## src/sv/flv_tag_header_parser_unit_macros.svh

```systemverilog
// assertion macros shared by the flv tag header parser modules
// no dependencies; compiled out when SYNTHESIS is defined
`ifndef FLV_TAG_HEADER_PARSER_UNIT_MACROS_SVH
`define FLV_TAG_HEADER_PARSER_UNIT_MACROS_SVH

`ifndef SYNTHESIS

// same-cycle implication, disabled during reset
`define FLVP_CHECK(lbl, clk, rst_n, ante, cons, msg) \
  lbl: assert property (@(posedge clk) disable iff (!rst_n) (ante) |-> (cons)) \
    else $error(msg);

// next-cycle implication, disabled during reset
`define FLVP_CHECK_NEXT(lbl, clk, rst_n, ante, cons, msg) \
  lbl: assert property (@(posedge clk) disable iff (!rst_n) (ante) |=> (cons)) \
    else $error(msg);

`else

`define FLVP_CHECK(lbl, clk, rst_n, ante, cons, msg)
`define FLVP_CHECK_NEXT(lbl, clk, rst_n, ante, cons, msg)

`endif

`endif

```

## src/sv/flvp_pkg.sv

```systemverilog
// shared types and constants of the flv tag header parser
// no dependencies
package flvp_pkg;

  localparam logic [3:0] FILE_HDR_LEN   = 4'd9;
  localparam logic [3:0] TAG_PREFIX_LEN = 4'd15;
  localparam logic [3:0] MEDIA_LEN      = 4'd2;
  localparam logic [3:0] CAPTURE_BYTES  = 4'd8;

  localparam logic [4:0] TAG_AUDIO = 5'd8;
  localparam logic [4:0] TAG_VIDEO = 5'd9;

  localparam logic [1:0] REC_FILE  = 2'd0;
  localparam logic [1:0] REC_TAG   = 2'd1;
  localparam logic [1:0] REC_VIDEO = 2'd2;
  localparam logic [1:0] REC_AUDIO = 2'd3;

  localparam int DATA_W = 136;
  localparam int USER_W = 2;

  typedef struct packed {
    logic [1:0]  record_kind;
    logic [31:0] size_word;
    logic [4:0]  tag_kind;
    logic        filter_flag;
    logic [23:0] payload_size;
    logic [23:0] time_low;
    logic [7:0]  time_ext;
    logic [23:0] stream_number;
    logic [3:0]  code_high;
    logic [3:0]  code_low;
    logic [1:0]  flag_bits;
    logic [7:0]  extra_byte;
  } rec_t;

endpackage

```

## src/sv/flvp_front.sv

```systemverilog
// front end: takes stream bytes, tracks the file/tag phase and builds records
// depends on flvp_pkg and the assertion macro header
`include "flv_tag_header_parser_unit_macros.svh"

module flvp_front (
  input  logic          clk,
  input  logic          rst_n,
  input  logic          accept,
  input  logic [7:0]    in_byte,
  output logic          push,
  output flvp_pkg::rec_t push_data
);
  import flvp_pkg::*;

  localparam logic [1:0] PH_FILE  = 2'd0;
  localparam logic [1:0] PH_TAG   = 2'd1;
  localparam logic [1:0] PH_MEDIA = 2'd2;
  localparam logic [1:0] PH_SKIP  = 2'd3;

  logic [1:0]  phase_r, phase_nxt;
  logic [3:0]  cnt_r, cnt_nxt;
  logic [63:0] regs_r, regs_nxt;
  logic [55:0] more_r, more_nxt;
  logic [4:0]  kind_r, kind_nxt;
  logic [23:0] skip_r, skip_nxt;

  logic [3:0]  cnt_inc;
  logic [63:0] regs_new;
  logic [55:0] more_new;
  logic [23:0] skip_dec;
  logic [23:0] skip_media;
  logic [7:0]  tbyte;
  logic [7:0]  first_b;
  logic        emit;
  rec_t        rec;

  always_comb begin
    cnt_inc    = cnt_r + 4'd1;
    regs_new   = (cnt_r < CAPTURE_BYTES) ? {regs_r[55:0], in_byte} : regs_r;
    more_new   = (cnt_r < CAPTURE_BYTES) ? more_r : {more_r[47:0], in_byte};
    skip_dec   = (skip_r != 24'd0) ? skip_r - 24'd1 : 24'd0;
    skip_media = (skip_r >= 24'(MEDIA_LEN)) ? skip_r - 24'(MEDIA_LEN) : 24'd0;
    tbyte      = regs_new[31:24];
    first_b    = regs_new[15:8];

    phase_nxt = phase_r;
    cnt_nxt   = cnt_inc;
    regs_nxt  = regs_new;
    more_nxt  = more_new;
    kind_nxt  = kind_r;
    skip_nxt  = skip_r;
    emit      = 1'b0;
    rec       = '0;

    unique case (phase_r)
      PH_FILE: begin
        if (cnt_inc == FILE_HDR_LEN) begin
          emit            = 1'b1;
          rec.record_kind = REC_FILE;
          rec.size_word   = {regs_new[23:0], more_new[7:0]};
          rec.flag_bits   = {regs_new[26], regs_new[24]};
          rec.extra_byte  = regs_new[39:32];
          cnt_nxt         = 4'd0;
          phase_nxt       = PH_TAG;
        end
      end
      PH_TAG: begin
        if (cnt_inc == TAG_PREFIX_LEN) begin
          emit              = 1'b1;
          rec.record_kind   = REC_TAG;
          rec.size_word     = regs_new[63:32];
          rec.tag_kind      = tbyte[4:0];
          rec.filter_flag   = tbyte[5];
          rec.payload_size  = regs_new[23:0];
          rec.time_low      = more_new[55:32];
          rec.time_ext      = more_new[31:24];
          rec.stream_number = more_new[23:0];
          kind_nxt          = tbyte[4:0];
          skip_nxt          = regs_new[23:0];
          cnt_nxt           = 4'd0;
          if (tbyte[4:0] == TAG_AUDIO || tbyte[4:0] == TAG_VIDEO) begin
            phase_nxt = PH_MEDIA;
          end else begin
            phase_nxt = (regs_new[23:0] == 24'd0) ? PH_TAG : PH_SKIP;
          end
        end
      end
      PH_MEDIA: begin
        if (cnt_inc == MEDIA_LEN) begin
          emit           = 1'b1;
          rec.tag_kind   = kind_r;
          rec.code_high  = first_b[7:4];
          rec.extra_byte = regs_new[7:0];
          if (kind_r == TAG_VIDEO) begin
            rec.record_kind = REC_VIDEO;
            rec.code_low    = first_b[3:0];
          end else begin
            rec.record_kind = REC_AUDIO;
            rec.code_low    = {2'b00, first_b[3:2]};
            rec.flag_bits   = first_b[1:0];
          end
          skip_nxt  = skip_media;
          cnt_nxt   = 4'd0;
          phase_nxt = (skip_media == 24'd0) ? PH_TAG : PH_SKIP;
        end
      end
      PH_SKIP: begin
        // skipped payload bytes leave the capture registers alone
        regs_nxt = regs_r;
        more_nxt = more_r;
        cnt_nxt  = cnt_r;
        skip_nxt = skip_dec;
        if (skip_dec == 24'd0) begin
          cnt_nxt   = 4'd0;
          phase_nxt = PH_TAG;
        end
      end
      default: begin
        phase_nxt = PH_FILE;
      end
    endcase
  end

  always_ff @(posedge clk) begin
    if (!rst_n) begin
      phase_r <= PH_FILE;
      cnt_r   <= 4'd0;
      kind_r  <= 5'd0;
      skip_r  <= 24'd0;
    end else if (accept) begin
      phase_r <= phase_nxt;
      cnt_r   <= cnt_nxt;
      kind_r  <= kind_nxt;
      skip_r  <= skip_nxt;
    end
  end

  always_ff @(posedge clk) begin
    if (accept) begin
      regs_r <= regs_nxt;
      more_r <= more_nxt;
    end
  end

  assign push      = accept && emit;
  assign push_data = rec;

  `FLVP_CHECK(a_skip_nonzero, clk, rst_n, phase_r == PH_SKIP, skip_r != 24'd0,
              "skip phase with nothing left to skip")
  `FLVP_CHECK(a_media_kind, clk, rst_n, phase_r == PH_MEDIA,
              kind_r == TAG_AUDIO || kind_r == TAG_VIDEO, "media phase on a non-media tag")
  `FLVP_CHECK_NEXT(a_media_done, clk, rst_n,
                   accept && phase_r == PH_MEDIA && cnt_r == 4'd1,
                   phase_r == PH_TAG || phase_r == PH_SKIP,
                   "media phase did not end after its second byte")

endmodule

```

## src/sv/flvp_queue.sv

```systemverilog
// short record queue between the parser front end and the output stage
// depends on flvp_pkg and the assertion macro header
`include "flv_tag_header_parser_unit_macros.svh"

module flvp_queue #(
  parameter int DEPTH = 4
) (
  input  logic           clk,
  input  logic           rst_n,
  input  logic           push,
  input  flvp_pkg::rec_t push_data,
  output logic           full,
  input  logic           pop,
  output flvp_pkg::rec_t pop_data,
  output logic           not_empty
);
  import flvp_pkg::*;

  localparam int AW = (DEPTH > 1) ? $clog2(DEPTH) : 1;
  localparam int CW = $clog2(DEPTH + 1);

  rec_t          entry_r [DEPTH];
  logic [AW-1:0] wr_ptr_r, wr_ptr_nxt;
  logic [AW-1:0] rd_ptr_r, rd_ptr_nxt;
  logic [CW-1:0] count_r, count_nxt;

  always_comb begin
    wr_ptr_nxt = (wr_ptr_r == AW'(DEPTH - 1)) ? '0 : wr_ptr_r + 1'b1;
    rd_ptr_nxt = (rd_ptr_r == AW'(DEPTH - 1)) ? '0 : rd_ptr_r + 1'b1;
    count_nxt  = count_r;
    if (push && !pop) begin
      count_nxt = count_r + 1'b1;
    end else if (pop && !push) begin
      count_nxt = count_r - 1'b1;
    end
  end

  always_ff @(posedge clk) begin
    if (push) begin
      entry_r[wr_ptr_r] <= push_data;
    end
  end

  always_ff @(posedge clk) begin
    if (!rst_n) begin
      wr_ptr_r <= '0;
      rd_ptr_r <= '0;
      count_r  <= '0;
    end else begin
      if (push) begin
        wr_ptr_r <= wr_ptr_nxt;
      end
      if (pop) begin
        rd_ptr_r <= rd_ptr_nxt;
      end
      count_r <= count_nxt;
    end
  end

  assign pop_data  = entry_r[rd_ptr_r];
  assign not_empty = (count_r != '0);
  assign full      = (count_r == CW'(DEPTH));

  `FLVP_CHECK(a_no_overflow, clk, rst_n, push, !full || pop, "push into a full queue")
  `FLVP_CHECK(a_no_underflow, clk, rst_n, pop, not_empty, "pop from an empty queue")
  `FLVP_CHECK_NEXT(a_count_up, clk, rst_n, push && !pop, count_r == $past(count_r) + 1'b1,
                   "queue count lost a push")

endmodule

```

## src/sv/flvp_back.sv

```systemverilog
// back end: output register that packs records onto the result stream
// depends on flvp_pkg
module flvp_back (
  input  logic                        clk,
  input  logic                        rst_n,
  input  logic                        q_not_empty,
  input  flvp_pkg::rec_t              q_data,
  output logic                        q_pop,
  output logic                        out_tvalid,
  input  logic                        out_tready,
  output logic [flvp_pkg::DATA_W-1:0] out_tdata,
  output logic [flvp_pkg::USER_W-1:0] out_tuser
);
  import flvp_pkg::*;

  logic              valid_r;
  logic [DATA_W-1:0] data_r, data_nxt;
  logic [USER_W-1:0] user_r;
  logic              load;

  assign load  = q_not_empty && (!valid_r || out_tready);
  assign q_pop = load;

  // first field in the lowest bits
  assign data_nxt = {q_data.extra_byte, q_data.flag_bits, q_data.code_low, q_data.code_high,
                     q_data.stream_number, q_data.time_ext, q_data.time_low,
                     q_data.payload_size, q_data.filter_flag, q_data.tag_kind,
                     q_data.size_word};

  always_ff @(posedge clk) begin
    if (!rst_n) begin
      valid_r <= 1'b0;
    end else if (load) begin
      valid_r <= 1'b1;
    end else if (out_tready) begin
      valid_r <= 1'b0;
    end
  end

  always_ff @(posedge clk) begin
    if (load) begin
      data_r <= data_nxt;
      user_r <= q_data.record_kind;
    end
  end

  assign out_tvalid = valid_r;
  assign out_tdata  = data_r;
  assign out_tuser  = user_r;

endmodule

```

## src/sv/flv_tag_header_parser_unit.sv

```systemverilog
// Byte-serial FLV container parser: file header, tag headers, media info bytes.
// Input stream in_*: one stream byte per transfer in in_tdata.
// Result stream out_*: one record per transfer; out_tuser gives the record kind
// (0 file header, 1 tag header, 2 video info, 3 audio info), out_tdata the fields.
// A record comes out on the byte that completes it: the ninth header byte, the
// fifteenth byte of each tag prefix and the second media payload byte. Payload
// bytes after that are consumed without producing a transfer.
// Throughput: one byte per cycle while in_tready is high. A finished record is written
// into the queue and moves on to the output register when that register is free.
// The front end and the output register are joined by a QUEUE_DEPTH-entry queue;
// in_tready drops only while that queue is full, so a stalled receiver holds the
// current record stable and the input keeps flowing until the queue fills.
// Reset (rst_n low, synchronous) returns to the file header phase and empties
// the queue and the output register.
// depends on flvp_pkg, flvp_front, flvp_queue, flvp_back
module flv_tag_header_parser_unit #(
  parameter int QUEUE_DEPTH = 4
) (
  input  logic                        clk,
  input  logic                        rst_n,
  input  logic                        in_tvalid,
  output logic                        in_tready,
  input  logic [7:0]                  in_tdata,   // [7:0] in_byte
  output logic                        out_tvalid,
  input  logic                        out_tready,
  // [31:0] size_word, [36:32] tag_kind, [37] filter_flag, [61:38] payload_size,
  // [85:62] time_low, [93:86] time_ext, [117:94] stream_number, [121:118] code_high,
  // [125:122] code_low, [127:126] flag_bits, [135:128] extra_byte
  output logic [flvp_pkg::DATA_W-1:0] out_tdata,
  output logic [flvp_pkg::USER_W-1:0] out_tuser   // [1:0] record_kind
);
  import flvp_pkg::*;

  logic accept;
  logic push;
  rec_t push_data;
  logic q_full;
  logic q_pop;
  rec_t q_data;
  logic q_not_empty;

  assign in_tready = !q_full;
  assign accept    = in_tvalid && in_tready;

  flvp_front u_front (
    .clk       (clk),
    .rst_n     (rst_n),
    .accept    (accept),
    .in_byte   (in_tdata),
    .push      (push),
    .push_data (push_data)
  );

  flvp_queue #(
    .DEPTH (QUEUE_DEPTH)
  ) u_queue (
    .clk       (clk),
    .rst_n     (rst_n),
    .push      (push),
    .push_data (push_data),
    .full      (q_full),
    .pop       (q_pop),
    .pop_data  (q_data),
    .not_empty (q_not_empty)
  );

  flvp_back u_back (
    .clk         (clk),
    .rst_n       (rst_n),
    .q_not_empty (q_not_empty),
    .q_data      (q_data),
    .q_pop       (q_pop),
    .out_tvalid  (out_tvalid),
    .out_tready  (out_tready),
    .out_tdata   (out_tdata),
    .out_tuser   (out_tuser)
  );

endmodule

```

## config.mk

```make
export PLATFORM = sky130hd
export DESIGN_NAME = flv_tag_header_parser_unit
export DESIGN_NICKNAME = d
export VERILOG_FILES = /design/src/sv/flvp_pkg.sv /design/src/sv/flvp_front.sv /design/src/sv/flvp_queue.sv /design/src/sv/flvp_back.sv /design/src/sv/flv_tag_header_parser_unit.sv
export VERILOG_INCLUDE_DIRS = /design/src /design/src/sv
export SDC_FILE = /design/constraint.sdc
export NUM_CORES = 1
export LEC_CHECK = 0
export BUFFER_PORTS_ARGS = -buffer_cell sky130_fd_sc_hd__clkbuf_2
export CORE_ASPECT_RATIO = 1.25
export CORE_MARGIN = 2
export CORE_UTILIZATION = 55
export CTS_BUF_LIST = sky130_fd_sc_hd__clkbuf_16
export DETAILED_ROUTE_END_ITERATION = 8
export GPL_TIMING_DRIVEN = 0
export PLACE_DENSITY = 0.79
export SYNTH_ARGS = -nofsm -noshare
export SYNTH_HDL_FRONTEND = slang
export SYNTH_HIERARCHICAL = 1
export SYNTH_SLANG_ARGS = --single-unit
```

## constraint.sdc

```tcl
create_clock -name clk -period 8.8 [get_ports clk]
set_input_delay 0 -clock clk [delete_from_list [all_inputs] [get_ports clk]]
set_output_delay 0 -clock clk [all_outputs]
set_load 0.01 [all_outputs]
```

==> out/qor.txt <==
status = finished, violations left
failing checks = max-capacitance violations, max-slew violations
CP max-delay cell = a31oi_1
Fill cells = 4138
Die Y-Extent = 282 um
layout net count = 2143
arrival time at the worst endpoint = 5160 ps
Post-CTS Setup Bufs = 0
non-filler cells, final = 3012
area of the multi-input gates = 8020 sq um
IO Count = 152
reg2reg start = u_front/cnt_r[0]
# port buffers = 151
hold path start = in_tvalid
total core area = 61600 sq um
die area = 64100 sq um
fraction of registers with async set/reset = 0%
clock root cell = clkbuf_16
DRT Wirelength = 80.4 mm
Setup crit start kind = register
Area contributors post-synth = edfxtp_1 (71%), mux4_2 (9.1%), dfxtp_1 (2.6%)
fmax = 216 MHz
width of the die = 227 um
Final Hold Fails = 0
synth unique cells = 73
Starting Density = 55.3%
post-DR wirelength/cell = 26.7 um
overall routing resource usage = 25.5%
GR Overflow Total = 0
LEAKAGE = 13.2 nW
post-DP HPWL = 53.0 mm
register area = 25200 sq um
Final Cycle Share = 52.7%
Synth Warn # = 6
Req. time, crit path = 9320 ps
Setup-failing EPs final = 0
maxcap violations = 1
Final Critical Period = 4630 ps
Mapped Nets = 1887
Worst path most repeated cell = ha_1
initial antenna violation count = 2
worst setup path class = reg -> reg
post-synthesis sequential area ratio = 73.9%
family with the most delay on the worst path = simple AND/OR/NAND/NOR gates
hold depth = 5
RSZ-0062 raised after global routing = no
Crit Path Max Fanout = 10
share of layout cells above drive strength 1 = 25.8%
largest net degree at the start of global routing = 71
Syn Area/Cell = 18.4 sq um
Worst Hold Path EP = u_front/kind_r[1]
Syn Inst Count = 1856
GPL Wtd Cong = 0.948
1st-pass router iterations = 6
slew margin rel. = -1.51%
leading area contributor after synthesis = edfxtp_1
cell area power density = 288 nW/um^2
Layout area overhead = 14.6%
worst-case clock buffer depth = 3
via count = 18.3k
setup slack, reg-to-reg = 4170 ps
Post-synth EDFFs = 810
H-tree lvl count = 3
# clock sinks = 855
Fin Hold WS = 115 ps
slowest stage delay, CP = 820 ps
vias in the first global route = 18.6k
critical path buffer and inverter count = 1
dpl cells = 2852
r2r endpoint = u_queue/count_r[2]
clock slew at reported path FFs = 70 ps
Initial DRC Count = 2173
Antenna Violating Nets Remaining = 0
Max VDD drop = 0.215 mV
top_reg_cell synth = edfxtp_1
Mapped Area = 34100 sq um
#FFs+latches synth = 855
Core Rows = 102
Worst Skew = 15.7 ps
DRC viols = 0
setup TNS = 0 ps
final max-slew violation count = 1
critical path, cell by cell = ha_1, xnor2_1, nand2b_1, nor2_1, nand2_1, a31oi_1, ha_1, inv_1, fa_1, xor2_1, or3_1, a21boi_0
CTS tree = yes
Worst setup EP type = register
Worst Tran Pin Value = 1480 ps
first-pass GRT wire length = 119 mm
Yosys top cell area share = 71.3%
Clock Latency Late Sink = 610 ps
Vias per Instance = 6.09
CTS buffer count = 79
hold crit path type = in -> reg
R2R cell count = 12
-- repair_timing --
action	4_1_cts	5_1_grt
hold buffers	11	0
gates resized for setup	0	0
hold endpoints to repair	45	0
-- layer usage --
layer / global-route usage [%] / wire [um] / up-vias
met5: 0 / 13 / -
met4: 11.4 / 3330 / 2
met3: 4.06 / 4860 / 183
met2: 44.3 / 42200 / 743
met1: 31.5 / 30000 / 9447
li1: - / - / 7967
-- placed cells by master (no fill, tap or decap), types with 12 or more instances in the layout --
master / netlist / layout
clkinv_2: 0 / 13
edfxtp_1: 810 / 810
ha_1: 18 / 18
clkbuf_16: 0 / 82
nand4_1: 14 / 14
a21oi_1: 40 / 40
nor2_1: 88 / 88
nor4_1: 15 / 15
o22ai_1: 30 / 30
buf_12: 11 / 14
nand2_1: 45 / 45
mux2_2: 75 / 75
clkbuf_1: 52 / 52
buf_2: 24 / 24
and3_1: 54 / 54
clkinv_1: 0 / 12
mux2i_1: 52 / 52
o2bb2ai_1: 24 / 24
bufinv_16: 0 / 13
clkbuf_2: 0 / 151
mux4_2: 138 / 138
dfxtp_1: 45 / 45
inv_1: 60 / 73
nor2b_1: 15 / 14
nand3_1: 13 / 13
xnor2_1: 14 / 14
o21ai_0: 46 / 46
nor3_1: 25 / 25
-- report_power, final --
| part | switching [mW] | leakage, nW | total, mW | internal, mW |
|---|---|---|---|---|
| Clock | 1.47 | 1.38 | 3.55 | 2.08 |
| Sequential | 0.215 | 7.77 | 5.37 | 5.16 |
| Combinational | 1.28 | 4.08 | 2.34 | 1.07 |
-- through the flow --
step | util [%] | area, sq um | worst slack (ps) | total power [mW]
2_1_floorplan | - | 34100 | 349 | 6.98
6_report | 63.4 | 39100 | 4170 | 11.3
3_3_place_gp | 58.3 | 35900 | -3580 | 7.83
5_1_grt | 63.4 | 39100 | 4000 | 11.7
3_5_place_dp | 58.8 | 36300 | 4230 | 7.80
4_1_cts | 63.4 | 39100 | 4210 | 11.4
-- kinds of logic after synthesis --
logic type	count (synthesis)	synth area share (%)
AO/OA/AOI/OAI	206	3.99
XOR/XNOR	24	0.616
adder cells (fa/ha/maj)	19	0.719
buffers and inverters	166	2.63
flip-flops	855	73.9
multiplexers	265	13.1
AND/OR/NAND/NOR	321	5.01
-- worst max path at each step --
stage,startpoint,to,slack [ps],cells past startpoint
6_report,u_front/cnt_r[0],u_queue/count_r[2],4170,12
3_5_place_dp,u_front/cnt_r[0],u_queue/count_r[2],4230,12
2_1_floorplan,u_queue/count_r[0],u_queue/count_r[2],350,9
4_1_cts,u_front/cnt_r[1],u_queue/count_r[2],4210,12
5_1_grt,u_front/cnt_r[1],u_queue/count_r[2],4000,12
3_3_place_gp,u_queue/count_r[0],u_queue/count_r[2],-3580,9
-- registers in the layout, summed over array words and instances, names as in the netlist, named ones only --
signal             count
u_front/phase_r        2
u_front/regs_r        64
u_queue/wr_ptr_r       2
u_queue/entry_r      552
u_back/out_tdata     136
u_queue/count_r        3
u_back/out_tuser       2
u_back/out_tvalid      1
u_front/cnt_r          4
u_front/kind_r         5
u_front/more_r        56
u_front/skip_r        24
u_queue/rd_ptr_r       2
-- cell usage after synthesis (all sizes together), types with 10 or more instances --
cell type / count
and2: 13
o21ai: 55
mux4: 138
inv: 60
dfxtp: 45
mux2: 75
and3: 54
nor3: 25
xnor2: 14
clkbuf: 52
o22ai: 30
nor4: 18
mux2i: 52
nand3: 13
nand4: 15
nor2: 88
buf: 54
o2bb2ai: 24
nor2b: 16
edfxtp: 810
xor2: 10
ha: 18
a21oi: 41
nand2: 45
-- tightest hold or removal path: stages --
cell	delay (ps)
clkbuf_2	70
nor2b_1	210
inv_1	160
o21ai_0	110
a21oi_1	140
-- area by class of cell --
type | count | share of cell area (%)
Antenna cell | 2 | 0.0128
Buffer | 106 | 1.71
Clock buffer | 82 | 5.25
Clock inverter | 65 | 1.71
Inverter | 60 | 0.582
Multi-Input combinational cell | 835 | 20.5
Sequential cell | 855 | 64.5
Tap cell | 832 | 2.66
Timing Repair Buffer | 175 | 3.07
(Power assumes the default switching activity.)
